[src/rtl/bgpc_pkg.sv]
// Shared types, constants and codes of the bidirectional gate passage counter.
`default_nettype none
package bgpc_pkg;

  localparam int MAX_GATES  = 16;
  localparam int LANE_W     = (MAX_GATES > 1) ? $clog2(MAX_GATES) : 1;
  localparam int GATE_W     = 4;
  localparam int GATE_CMP_W = 8;
  localparam int FUNC_W     = 2;
  localparam int AREA_W     = 24;
  localparam int GCNT_W     = 5;
  localparam int MIN_W      = 16;
  localparam int DAY_W      = 24;
  localparam int CFG_IDX_W  = 1;
  localparam int CFG_DATA_W = 24;

  localparam logic [AREA_W-1:0] THRESH_RESET = AREA_W'(200);
  localparam logic [GCNT_W-1:0] GATES_RESET  = GCNT_W'(10);

  localparam logic [CFG_IDX_W-1:0] CFG_THRESH = 1'b0;
  localparam logic [CFG_IDX_W-1:0] CFG_GATES  = 1'b1;

  localparam logic [FUNC_W-1:0] FN_OBS = 2'd0;
  localparam logic [FUNC_W-1:0] FN_MIN = 2'd1;
  localparam logic [FUNC_W-1:0] FN_DAY = 2'd2;

  // Depth of the small queues between and after the two halves.
  localparam int Q_DEPTH = 2;
  localparam int Q_PTR_W = 1;
  localparam int Q_CNT_W = 2;

  typedef enum logic [2:0] {
    OP_OBS = 3'd0,
    OP_MIN = 3'd1,
    OP_DAY = 3'd2,
    OP_NOP = 3'd3,
    OP_REJ = 3'd4
  } op_t;

  typedef enum logic [1:0] {
    DIR_NONE = 2'd0,
    DIR_IN   = 2'd1,
    DIR_OUT  = 2'd2
  } dir_t;

  typedef struct packed {
    op_t               op;
    logic [LANE_W-1:0] lane;
    logic              inner;
    logic              outer;
  } cmd_t;

  typedef struct packed {
    logic             status;
    logic             entered;
    logic             exited;
    logic [MIN_W-1:0] min_in;
    logic [MIN_W-1:0] min_out;
    logic [DAY_W-1:0] day_in;
    logic [DAY_W-1:0] day_out;
  } res_t;

endpackage
`default_nettype wire

[src/rtl/bgpc_front.sv]
// Front half: configuration registers, item classification and the command queue.
`default_nettype none
module bgpc_front (
  input  wire logic                             clk,
  input  wire logic                             rst_n,
  input  wire logic                             cfg_we,
  input  wire logic [bgpc_pkg::CFG_IDX_W-1:0]   cfg_index,
  input  wire logic [bgpc_pkg::CFG_DATA_W-1:0]  cfg_data,
  input  wire logic                             in_push,
  output logic                                  in_full,
  input  wire logic [bgpc_pkg::FUNC_W-1:0]      in_func,
  input  wire logic [bgpc_pkg::GATE_W-1:0]      in_gate,
  input  wire logic [bgpc_pkg::AREA_W-1:0]      in_left_area,
  input  wire logic [bgpc_pkg::AREA_W-1:0]      in_right_area,
  output logic                                  cmd_valid,
  input  wire logic                             cmd_pop,
  output bgpc_pkg::cmd_t                        cmd
);
  import bgpc_pkg::*;

  logic [AREA_W-1:0]     thresh_r;
  logic [GCNT_W-1:0]     gcnt_r;
  logic [GATE_CMP_W-1:0] gate_ext;
  logic                  lane_ok;
  cmd_t                  cls;
  cmd_t                  q_r [Q_DEPTH];
  logic [Q_PTR_W-1:0]    wr_ptr_r;
  logic [Q_PTR_W-1:0]    rd_ptr_r;
  logic [Q_CNT_W-1:0]    cnt_r;
  logic [Q_CNT_W-1:0]    cnt_nxt;
  logic                  push;
  logic                  pop;

  always_ff @(posedge clk) begin
    if (!rst_n) begin
      thresh_r <= THRESH_RESET;
      gcnt_r   <= GATES_RESET;
    end else if (cfg_we) begin
      case (cfg_index)
        CFG_THRESH: thresh_r <= cfg_data[AREA_W-1:0];
        CFG_GATES:  gcnt_r   <= cfg_data[GCNT_W-1:0];
        default:    ;
      endcase
    end
  end

  // Classify: range-check the lane and compare both windows to the threshold.
  always_comb begin
    gate_ext  = GATE_CMP_W'(in_gate);
    lane_ok   = (gate_ext < GATE_CMP_W'(gcnt_r)) && (gate_ext < GATE_CMP_W'(MAX_GATES));
    cls.lane  = gate_ext[LANE_W-1:0];
    cls.inner = in_left_area > thresh_r;
    cls.outer = in_right_area > thresh_r;
    case (in_func)
      FN_OBS:  cls.op = lane_ok ? OP_OBS : OP_REJ;
      FN_MIN:  cls.op = OP_MIN;
      FN_DAY:  cls.op = OP_DAY;
      default: cls.op = OP_NOP;
    endcase
  end

  assign in_full   = (cnt_r == Q_CNT_W'(Q_DEPTH));
  assign cmd_valid = (cnt_r != '0);
  assign cmd       = q_r[rd_ptr_r];
  assign push      = in_push && !in_full;
  assign pop       = cmd_pop && cmd_valid;

  always_comb begin
    cnt_nxt = cnt_r;
    if (push && !pop) cnt_nxt = cnt_r + 1'b1;
    if (pop && !push) cnt_nxt = cnt_r - 1'b1;
  end

  always_ff @(posedge clk) begin
    if (!rst_n) begin
      wr_ptr_r <= '0;
      rd_ptr_r <= '0;
      cnt_r    <= '0;
    end else begin
      if (push) wr_ptr_r <= wr_ptr_r + 1'b1;
      if (pop)  rd_ptr_r <= rd_ptr_r + 1'b1;
      cnt_r <= cnt_nxt;
    end
  end

  always_ff @(posedge clk) begin
    if (push) q_r[wr_ptr_r] <= cls;
  end

  a_cnt_bound: assert property (@(posedge clk) disable iff (!rst_n)
    cnt_r <= Q_CNT_W'(Q_DEPTH)) else $error("command queue overfilled");
  a_cnt_track: assert property (@(posedge clk) disable iff (!rst_n)
    (push && !pop) |=> cnt_r == $past(cnt_r) + 1'b1) else $error("queue count lost a push");
  a_ptr_gap: assert property (@(posedge clk) disable iff (!rst_n)
    (cnt_r == '0 || cnt_r == Q_CNT_W'(Q_DEPTH)) |-> wr_ptr_r == rd_ptr_r)
    else $error("queue pointers disagree with count");

endmodule
`default_nettype wire

[src/rtl/bgpc_back.sv]
// Back half: per-lane passage tracking, saturating totals and the result queue.
`default_nettype none
module bgpc_back (
  input  wire logic                          clk,
  input  wire logic                          rst_n,
  input  wire logic                          cmd_valid,
  output logic                               cmd_pop,
  input  wire bgpc_pkg::cmd_t                cmd,
  input  wire logic                          out_pop,
  output logic                               out_empty,
  output bgpc_pkg::res_t                     res
);
  import bgpc_pkg::*;

  dir_t               lane_dir_r [MAX_GATES];
  logic               lane_cr_r  [MAX_GATES];
  logic [MIN_W-1:0]   min_in_r, min_out_r, min_in_nxt, min_out_nxt;
  logic [DAY_W-1:0]   day_in_r, day_out_r, day_in_nxt, day_out_nxt;
  dir_t               cur_dir, lane_dir_nxt;
  logic               cur_cr, lane_cr_nxt;
  res_t               res_nxt;
  logic               go;
  logic               oq_ready;
  res_t               oq_r [Q_DEPTH];
  logic [Q_PTR_W-1:0] wr_ptr_r, rd_ptr_r;
  logic [Q_CNT_W-1:0] cnt_r, cnt_nxt;
  logic               opop;

  assign out_empty = (cnt_r == '0);
  assign res       = oq_r[rd_ptr_r];
  assign opop      = out_pop && !out_empty;
  // A full result queue still takes a result in the cycle its head leaves.
  assign oq_ready  = (cnt_r != Q_CNT_W'(Q_DEPTH)) || opop;
  assign go        = cmd_valid && oq_ready;
  assign cmd_pop   = go;

  assign cur_dir = lane_dir_r[cmd.lane];
  assign cur_cr  = lane_cr_r[cmd.lane];

  always_comb begin
    lane_dir_nxt = cur_dir;
    lane_cr_nxt  = cur_cr;
    min_in_nxt   = min_in_r;
    min_out_nxt  = min_out_r;
    day_in_nxt   = day_in_r;
    day_out_nxt  = day_out_r;
    res_nxt      = '0;
    case (cmd.op)
      OP_OBS: begin
        if (!cmd.inner && cmd.outer) lane_dir_nxt = DIR_OUT;
        if (cmd.inner && !cmd.outer) lane_dir_nxt = DIR_IN;
        if (cmd.inner && cmd.outer)  lane_cr_nxt  = 1'b1;
        if (!cmd.inner && !cmd.outer && cur_cr) begin
          if (cur_dir == DIR_IN) begin
            min_in_nxt      = (min_in_r == '1) ? min_in_r : min_in_r + 1'b1;
            day_in_nxt      = (day_in_r == '1) ? day_in_r : day_in_r + 1'b1;
            lane_dir_nxt    = DIR_NONE;
            lane_cr_nxt     = 1'b0;
            res_nxt.entered = 1'b1;
          end else if (cur_dir == DIR_OUT) begin
            min_out_nxt    = (min_out_r == '1) ? min_out_r : min_out_r + 1'b1;
            day_out_nxt    = (day_out_r == '1) ? day_out_r : day_out_r + 1'b1;
            lane_dir_nxt   = DIR_NONE;
            lane_cr_nxt    = 1'b0;
            res_nxt.exited = 1'b1;
          end
        end
      end
      OP_MIN: begin
        min_in_nxt  = '0;
        min_out_nxt = '0;
      end
      OP_DAY: begin
        day_in_nxt  = '0;
        day_out_nxt = '0;
      end
      OP_REJ:  res_nxt.status = 1'b1;
      default: ;
    endcase
    // Observations report the totals after their update, ticks before the clear.
    if (cmd.op == OP_MIN || cmd.op == OP_DAY) begin
      res_nxt.min_in  = min_in_r;
      res_nxt.min_out = min_out_r;
      res_nxt.day_in  = day_in_r;
      res_nxt.day_out = day_out_r;
    end else begin
      res_nxt.min_in  = min_in_nxt;
      res_nxt.min_out = min_out_nxt;
      res_nxt.day_in  = day_in_nxt;
      res_nxt.day_out = day_out_nxt;
    end
  end

  always_ff @(posedge clk) begin
    if (!rst_n) begin
      for (int i = 0; i < MAX_GATES; i++) begin
        lane_dir_r[i] <= DIR_NONE;
        lane_cr_r[i]  <= 1'b0;
      end
      min_in_r  <= '0;
      min_out_r <= '0;
      day_in_r  <= '0;
      day_out_r <= '0;
    end else if (go) begin
      if (cmd.op == OP_OBS) begin
        lane_dir_r[cmd.lane] <= lane_dir_nxt;
        lane_cr_r[cmd.lane]  <= lane_cr_nxt;
      end
      min_in_r  <= min_in_nxt;
      min_out_r <= min_out_nxt;
      day_in_r  <= day_in_nxt;
      day_out_r <= day_out_nxt;
    end
  end

  always_comb begin
    cnt_nxt = cnt_r;
    if (go && !opop) cnt_nxt = cnt_r + 1'b1;
    if (opop && !go) cnt_nxt = cnt_r - 1'b1;
  end

  always_ff @(posedge clk) begin
    if (!rst_n) begin
      wr_ptr_r <= '0;
      rd_ptr_r <= '0;
      cnt_r    <= '0;
    end else begin
      if (go)   wr_ptr_r <= wr_ptr_r + 1'b1;
      if (opop) rd_ptr_r <= rd_ptr_r + 1'b1;
      cnt_r <= cnt_nxt;
    end
  end

  always_ff @(posedge clk) begin
    if (go) oq_r[wr_ptr_r] <= res_nxt;
  end

  a_one_way: assert property (@(posedge clk) disable iff (!rst_n)
    go |-> !(res_nxt.entered && res_nxt.exited)) else $error("entry and exit at once");
  a_rej_quiet: assert property (@(posedge clk) disable iff (!rst_n)
    (go && res_nxt.status) |-> !res_nxt.entered && !res_nxt.exited)
    else $error("rejected lane counted a passage");
  a_min_clear: assert property (@(posedge clk) disable iff (!rst_n)
    (go && cmd.op == OP_MIN) |=> min_in_r == '0 && min_out_r == '0)
    else $error("minute tick left totals");
  a_entry_cnt: assert property (@(posedge clk) disable iff (!rst_n)
    (go && res_nxt.entered) |=> day_in_r != '0) else $error("entry not in day total");
  a_oq_bound: assert property (@(posedge clk) disable iff (!rst_n)
    cnt_r <= Q_CNT_W'(Q_DEPTH)) else $error("result queue overfilled");

endmodule
`default_nettype wire

[src/rtl/bidirectional_gate_passage_counter.sv]
// Top level of the bidirectional gate passage counter.
//
//  channel   direction  handshake          payload
//  in_*      input      in_push / in_full   in_func, in_gate, in_left_area, in_right_area
//  out_*     output     out_pop / out_empty out_status, out_entered, out_exited, totals
//  cfg_*     input      cfg_we              cfg_index, cfg_data
//
// One item per clock sustained while the receiver keeps popping results; each item
// passes the front queue register, then the result queue register, before it leaves.
// The lane state and totals update in the back half, which sets the rate.
// rst_n is synchronous: it clears lane state, totals, queues and loads register defaults.
// Either side may stall: a two-entry queue sits between the halves and another
// in front of the result ports, so a held result blocks new transactions only once
// four transactions are waiting inside the block.
`default_nettype none
module bidirectional_gate_passage_counter (
  input  wire logic                             clk,
  input  wire logic                             rst_n,
  input  wire logic                             cfg_we,
  input  wire logic [bgpc_pkg::CFG_IDX_W-1:0]   cfg_index,
  input  wire logic [bgpc_pkg::CFG_DATA_W-1:0]  cfg_data,
  input  wire logic                             in_push,
  output logic                                  in_full,
  input  wire logic [bgpc_pkg::FUNC_W-1:0]      in_func,
  input  wire logic [bgpc_pkg::GATE_W-1:0]      in_gate,
  input  wire logic [bgpc_pkg::AREA_W-1:0]      in_left_area,
  input  wire logic [bgpc_pkg::AREA_W-1:0]      in_right_area,
  input  wire logic                             out_pop,
  output logic                                  out_empty,
  output logic                                  out_status,
  output logic                                  out_entered,
  output logic                                  out_exited,
  output logic [bgpc_pkg::MIN_W-1:0]            out_minute_entries,
  output logic [bgpc_pkg::MIN_W-1:0]            out_minute_exits,
  output logic [bgpc_pkg::DAY_W-1:0]            out_day_entries,
  output logic [bgpc_pkg::DAY_W-1:0]            out_day_exits
);
  import bgpc_pkg::*;

  // Classified commands pass from front to back through the front queue.
  cmd_t cmd;
  logic cmd_valid;
  logic cmd_pop;
  res_t res;

  bgpc_front u_front (
    .clk          (clk),
    .rst_n        (rst_n),
    .cfg_we       (cfg_we),
    .cfg_index    (cfg_index),
    .cfg_data     (cfg_data),
    .in_push      (in_push),
    .in_full      (in_full),
    .in_func      (in_func),
    .in_gate      (in_gate),
    .in_left_area (in_left_area),
    .in_right_area(in_right_area),
    .cmd_valid    (cmd_valid),
    .cmd_pop      (cmd_pop),
    .cmd          (cmd)
  );

  // Back half pops a command whenever its result queue can take the result.
  bgpc_back u_back (
    .clk      (clk),
    .rst_n    (rst_n),
    .cmd_valid(cmd_valid),
    .cmd_pop  (cmd_pop),
    .cmd      (cmd),
    .out_pop  (out_pop),
    .out_empty(out_empty),
    .res      (res)
  );

  // Unpack the head result onto the individual result ports.
  assign out_status         = res.status;
  assign out_entered        = res.entered;
  assign out_exited         = res.exited;
  assign out_minute_entries = res.min_in;
  assign out_minute_exits   = res.min_out;
  assign out_day_entries    = res.day_in;
  assign out_day_exits      = res.day_out;

endmodule
`default_nettype wire

[config.mk]
export PLATFORM = sky130hd
export DESIGN_NAME = bidirectional_gate_passage_counter
export DESIGN_NICKNAME = d
export VERILOG_FILES = /design/src/rtl/bgpc_pkg.sv /design/src/rtl/bgpc_front.sv /design/src/rtl/bgpc_back.sv /design/src/rtl/bidirectional_gate_passage_counter.sv
export SDC_FILE = /design/constraint.sdc
export NUM_CORES = 1
export LEC_CHECK = 0
export CAP_MARGIN = 10
export CORE_UTILIZATION = 35
export DETAILED_ROUTE_END_ITERATION = 6
export DONT_BUFFER_PORTS = 1
export HOLD_SLACK_MARGIN = 0.02
export PLACE_DENSITY = 0.5
export SYNTH_ARGS = -nofsm -noshare
export SYNTH_HDL_FRONTEND = slang
export SYNTH_SLANG_ARGS = --single-unit
[constraint.sdc]
create_clock -name clk -period 4.6 [get_ports clk]
set_clock_uncertainty 0.15 [all_clocks]
set_input_delay 0.23 -clock clk [delete_from_list [all_inputs] [get_ports clk]]
set_output_delay 0.23 -clock clk [all_outputs]
set_load 0.05 [all_outputs]
==> results by group <==
Floorplanning
  – Die X: about 230 um
  – I/O Pins: between 150 and 200
  – Cell Rows: 81
  – Die Height: approximately 230 um
  – Die Footprint: around 50000 um2
  – Core footprint: 49100 um2
  – Initial Util: 0.356

GRT
  – Grt ovf: 0
  – First-pass GRT wire length: between 70 and 80 mm
  – Initial antenna violation count: 1
  – Largest net degree at the start of global routing: 52
  – Vias in the first global route: between 10000 and 15000
  – Total GRT Usage: 0.188

Clock tree
  – CTS tree: done
  – Worst skew pair latency: about 0.57 ns
  – H-tree depth: 2
  – Hold-fix buffer count after cts: 67
  – CTS Buf Count: between 40 and 50
  – Clock root buffer: clkbuf_16
  – Clock sinks: 351
  – Cts repair resizes: 0
  – Post-CTS Setup Inserts: 0
  – CTS Buffer Depth: 3
  – Reg clk slew, reported paths: 0.06 ns

Yosys
  – Ys Warns: 0
  – Syn avg cell area: around 10 um2
  – Cell count after synthesis: between 1500 and 2000
  – Top cell type's share of synthesized area: 0.372
  – Synth Cell Area: between 15000 and 20000 um2
  – Cell variety after synth: 73
  – Most common flop cell mapped by yosys: edfxtp_1
  – FF+latch count, synth: between 300 and 400
  – Top post-synthesis cells by area: edfxtp_1 37%, dfxtp_1 15%, mux2_2 5.7%
  – Asr flop ratio synth: 0
  – Post-Syn Nets: approximately 1800
  – Dominant cell type by area after synthesis: edfxtp_1
  – EDFF count, synth: 216
  – Sequential element share of the synthesized area: 0.527

Final layout
  – Area Growth Syn to Fin: 16.3%
  – # nets final: ~1900
  – Fin area: just over 20000 um2
  – Fillers: 4774
  – Share of cells above drive strength 1: 0.119

Pwr
  – Pwr Density: a little over 500 nW/um2
  – Switching pwr: approximately 4 mW
  – Clk network pwr share: 0.307
  – Pint: 6.52 mW
  – Peak supply drop: around 210 uV
  – P_leak: between 7 and 8 nW
  – Gate power share: 0.309
  – Sw Share: 0.380
  – Sequential power share: 0.384

Timing
  – Setup TNS: 0 ns
  – RSZ-0062 raised after global routing: no
  – Max-slew violation count: 0
  – Setup ws final: between 0.5 and 0.6 ns
  – Final setup violation count: 0
  – Fin crit share: 0.873
  – FMAX: about 0.25 GHz
  – Worst Tran Pin Value: between 1 and 1.5 ns
  – Final hold vios: 0
  – Rel. slew slack: 0.234
  – Fin crit period: 4.02 ns

Place
  – DPL Wire Length: 32.5 mm
  – GPL Wtd Cong: around 0.85
  – Port Buf Inserts: 0
  – Pre-CTS WS: approximately 0.59 ns
  – Area after DPL: roughly 18000 um2

Worst hold path
  – Hold Path Depth: 1
  – Min-Delay Path Class: input port to register
  – Hold Path End: u_front.q_r[1][8]
  – Worst hold start: in_push

Worst setup path
  – RR Endpoint: u_back.oq_r[1][16]
  – Worst Path Max Fanout: 28
  – Crit. End Element: register
  – Worst Path Class, Setup: register to register
  – R2R Setup Slk: 0.58 ns
  – Worst Setup Start Kind: register
  – Critical Path AT: ~4.2 ns
  – Reg2Reg Depth: 11
  – CP required: 4.75 ns

Detailed routing
  – DRC Markers: 0
  – DRT Pass-1 Iters: 5
  – DRT iter0 DRCs: roughly 790
  – Vias: 13100
  – Post-route ant nets: 0
  – WL final: 47.4 mm
  – Vias per cell: 5.37
  – WL/cell: between 15 and 20 um

Flow run
  – Max-cap violations: 0

Status
  – Status: finished clean
==> worst max-delay path, cell delays in order, from the launching register on <==
cell and delay, ns:
dfxtp_1 0.62, buf_4 0.29, nand2b_1 0.25, o32ai_1 0.12, or4_1 0.50, a211o_1 0.39
nor4_4 0.28, buf_4 0.35, and2_1 0.38, buf_4 0.20, nand2_1 0.06, xnor2_1 0.17
==> layout make-up <==
| type | instances | area (um2) | area share |
|---|---|---|---|
| diodes | 1 | 2.50 | 0.000123 |
| clock buffers | 58 | 1170 | 0.0578 |
| clock inverters | 19 | 154 | 0.00759 |
| inverters | 52 | 195 | 0.00963 |
| multi-input cells | 1187 | 7740 | 0.382 |
| flip-flops and latches | 351 | 9190 | 0.453 |
| well taps | 664 | 831 | 0.0410 |
| repair buffers | 107 | 993 | 0.0490 |
==> metrics by stage <==
step                      hold slack (ns)  power [mW]  instances  utilization
final                              0.0343        10.5       2439        0.413
after global placement              0.180        7.33       2294        0.372
after CTS                          0.0225        10.7       2438        0.413
after detailed placement            0.180        7.35       2294        0.372
after floorplan                     0.179        6.57       1676            -
after global routing               0.0436        11.0       2439        0.413
==> power by group through the flow <==
stage	clock [mW]	combinational (mW)	sequential, mW
detailed placement	0	3.25	4.11
floorplan	0	2.53	4.04
finish	3.23	3.25	4.03
global route	3.44	3.44	4.08
CTS	3.32	3.31	4.04
global placement	0	3.24	4.09
==> placed cells by master (no fill, tap or decap), types with 56 or more instances in the layout <==
cell type / instances
a21oi_1: 67
nor2_1: 134
dfxtp_1: 134
nand3_1: 95
ha_1: 56
mux2_2: 88
dlygate4sd3_1: 66
nand2_1: 197
o21ai_0: 87
edfxtp_1: 216
==> flip-flops by register name, indices dropped and copies added, names as in the netlist, 5 cells and up, named ones only <==
signal,cells
u_back.oq_r,166
u_back.lane_dir_r,32
u_back.day_in_r,24
u_back.day_out_r,24
u_front.thresh_r,24
u_front.q_r,18
u_back.lane_cr_r,16
u_back.min_in_r,16
u_back.min_out_r,16
u_front.gcnt_r,5
==> worst max-delay path by stage <==
stage | from | to | slack [ns] | cells past startpoint
floorplan | u_front.cnt_r[0] | u_back.oq_r[1][0] | 0.95 | 5
global placement | register | u_back.oq_r[0][16] | 0.69 | 11
detailed placement | register | u_back.oq_r[0][16] | 0.59 | 11
CTS | register | u_back.oq_r[0][16] | 0.60 | 11
global route | register | u_back.oq_r[1][16] | 0.38 | 11
finish | register | u_back.oq_r[1][16] | 0.58 | 11
==> Yosys cell counts (all sizes together), types with 12 or more instances <==
library cell  number
a21o              15
nand2            197
a31oi             33
nor3              31
and2              12
clkbuf            72
a21oi             68
nand2b            19
inv               52
nand3             95
nor2             135
o211ai            14
xor2              51
and3              27
nor2b             14
dfxtp            135
mux2              89
ha                56
edfxtp           216
buf               14
nand4             26
o21ai             89
o31ai             24
xnor2             26
==> per-layer routing <==
| metal | part of all wire | wire, um | GRT usage |
|---|---|---|---|
| met3 | 0.061 | 2870 | 0.0411 |
| met2 | 0.47 | 22400 | 0.315 |
| met5 | 0 | 0 | 0 |
| met1 | 0.44 | 21000 | 0.240 |
| met4 | 0.024 | 1120 | 0.0588 |
==> cells by family after synthesis <==
family                     synth area share
AOI/OAI and AO/OA                     0.131
xor gates and xnor gates             0.0387
adders and majority gates            0.0402
buffers and inverters                0.0306
DFF                                   0.527
muxes                                0.0676
and+or+nand+nor                       0.165
No activity file was read; power rests on OpenSTA's default activity.
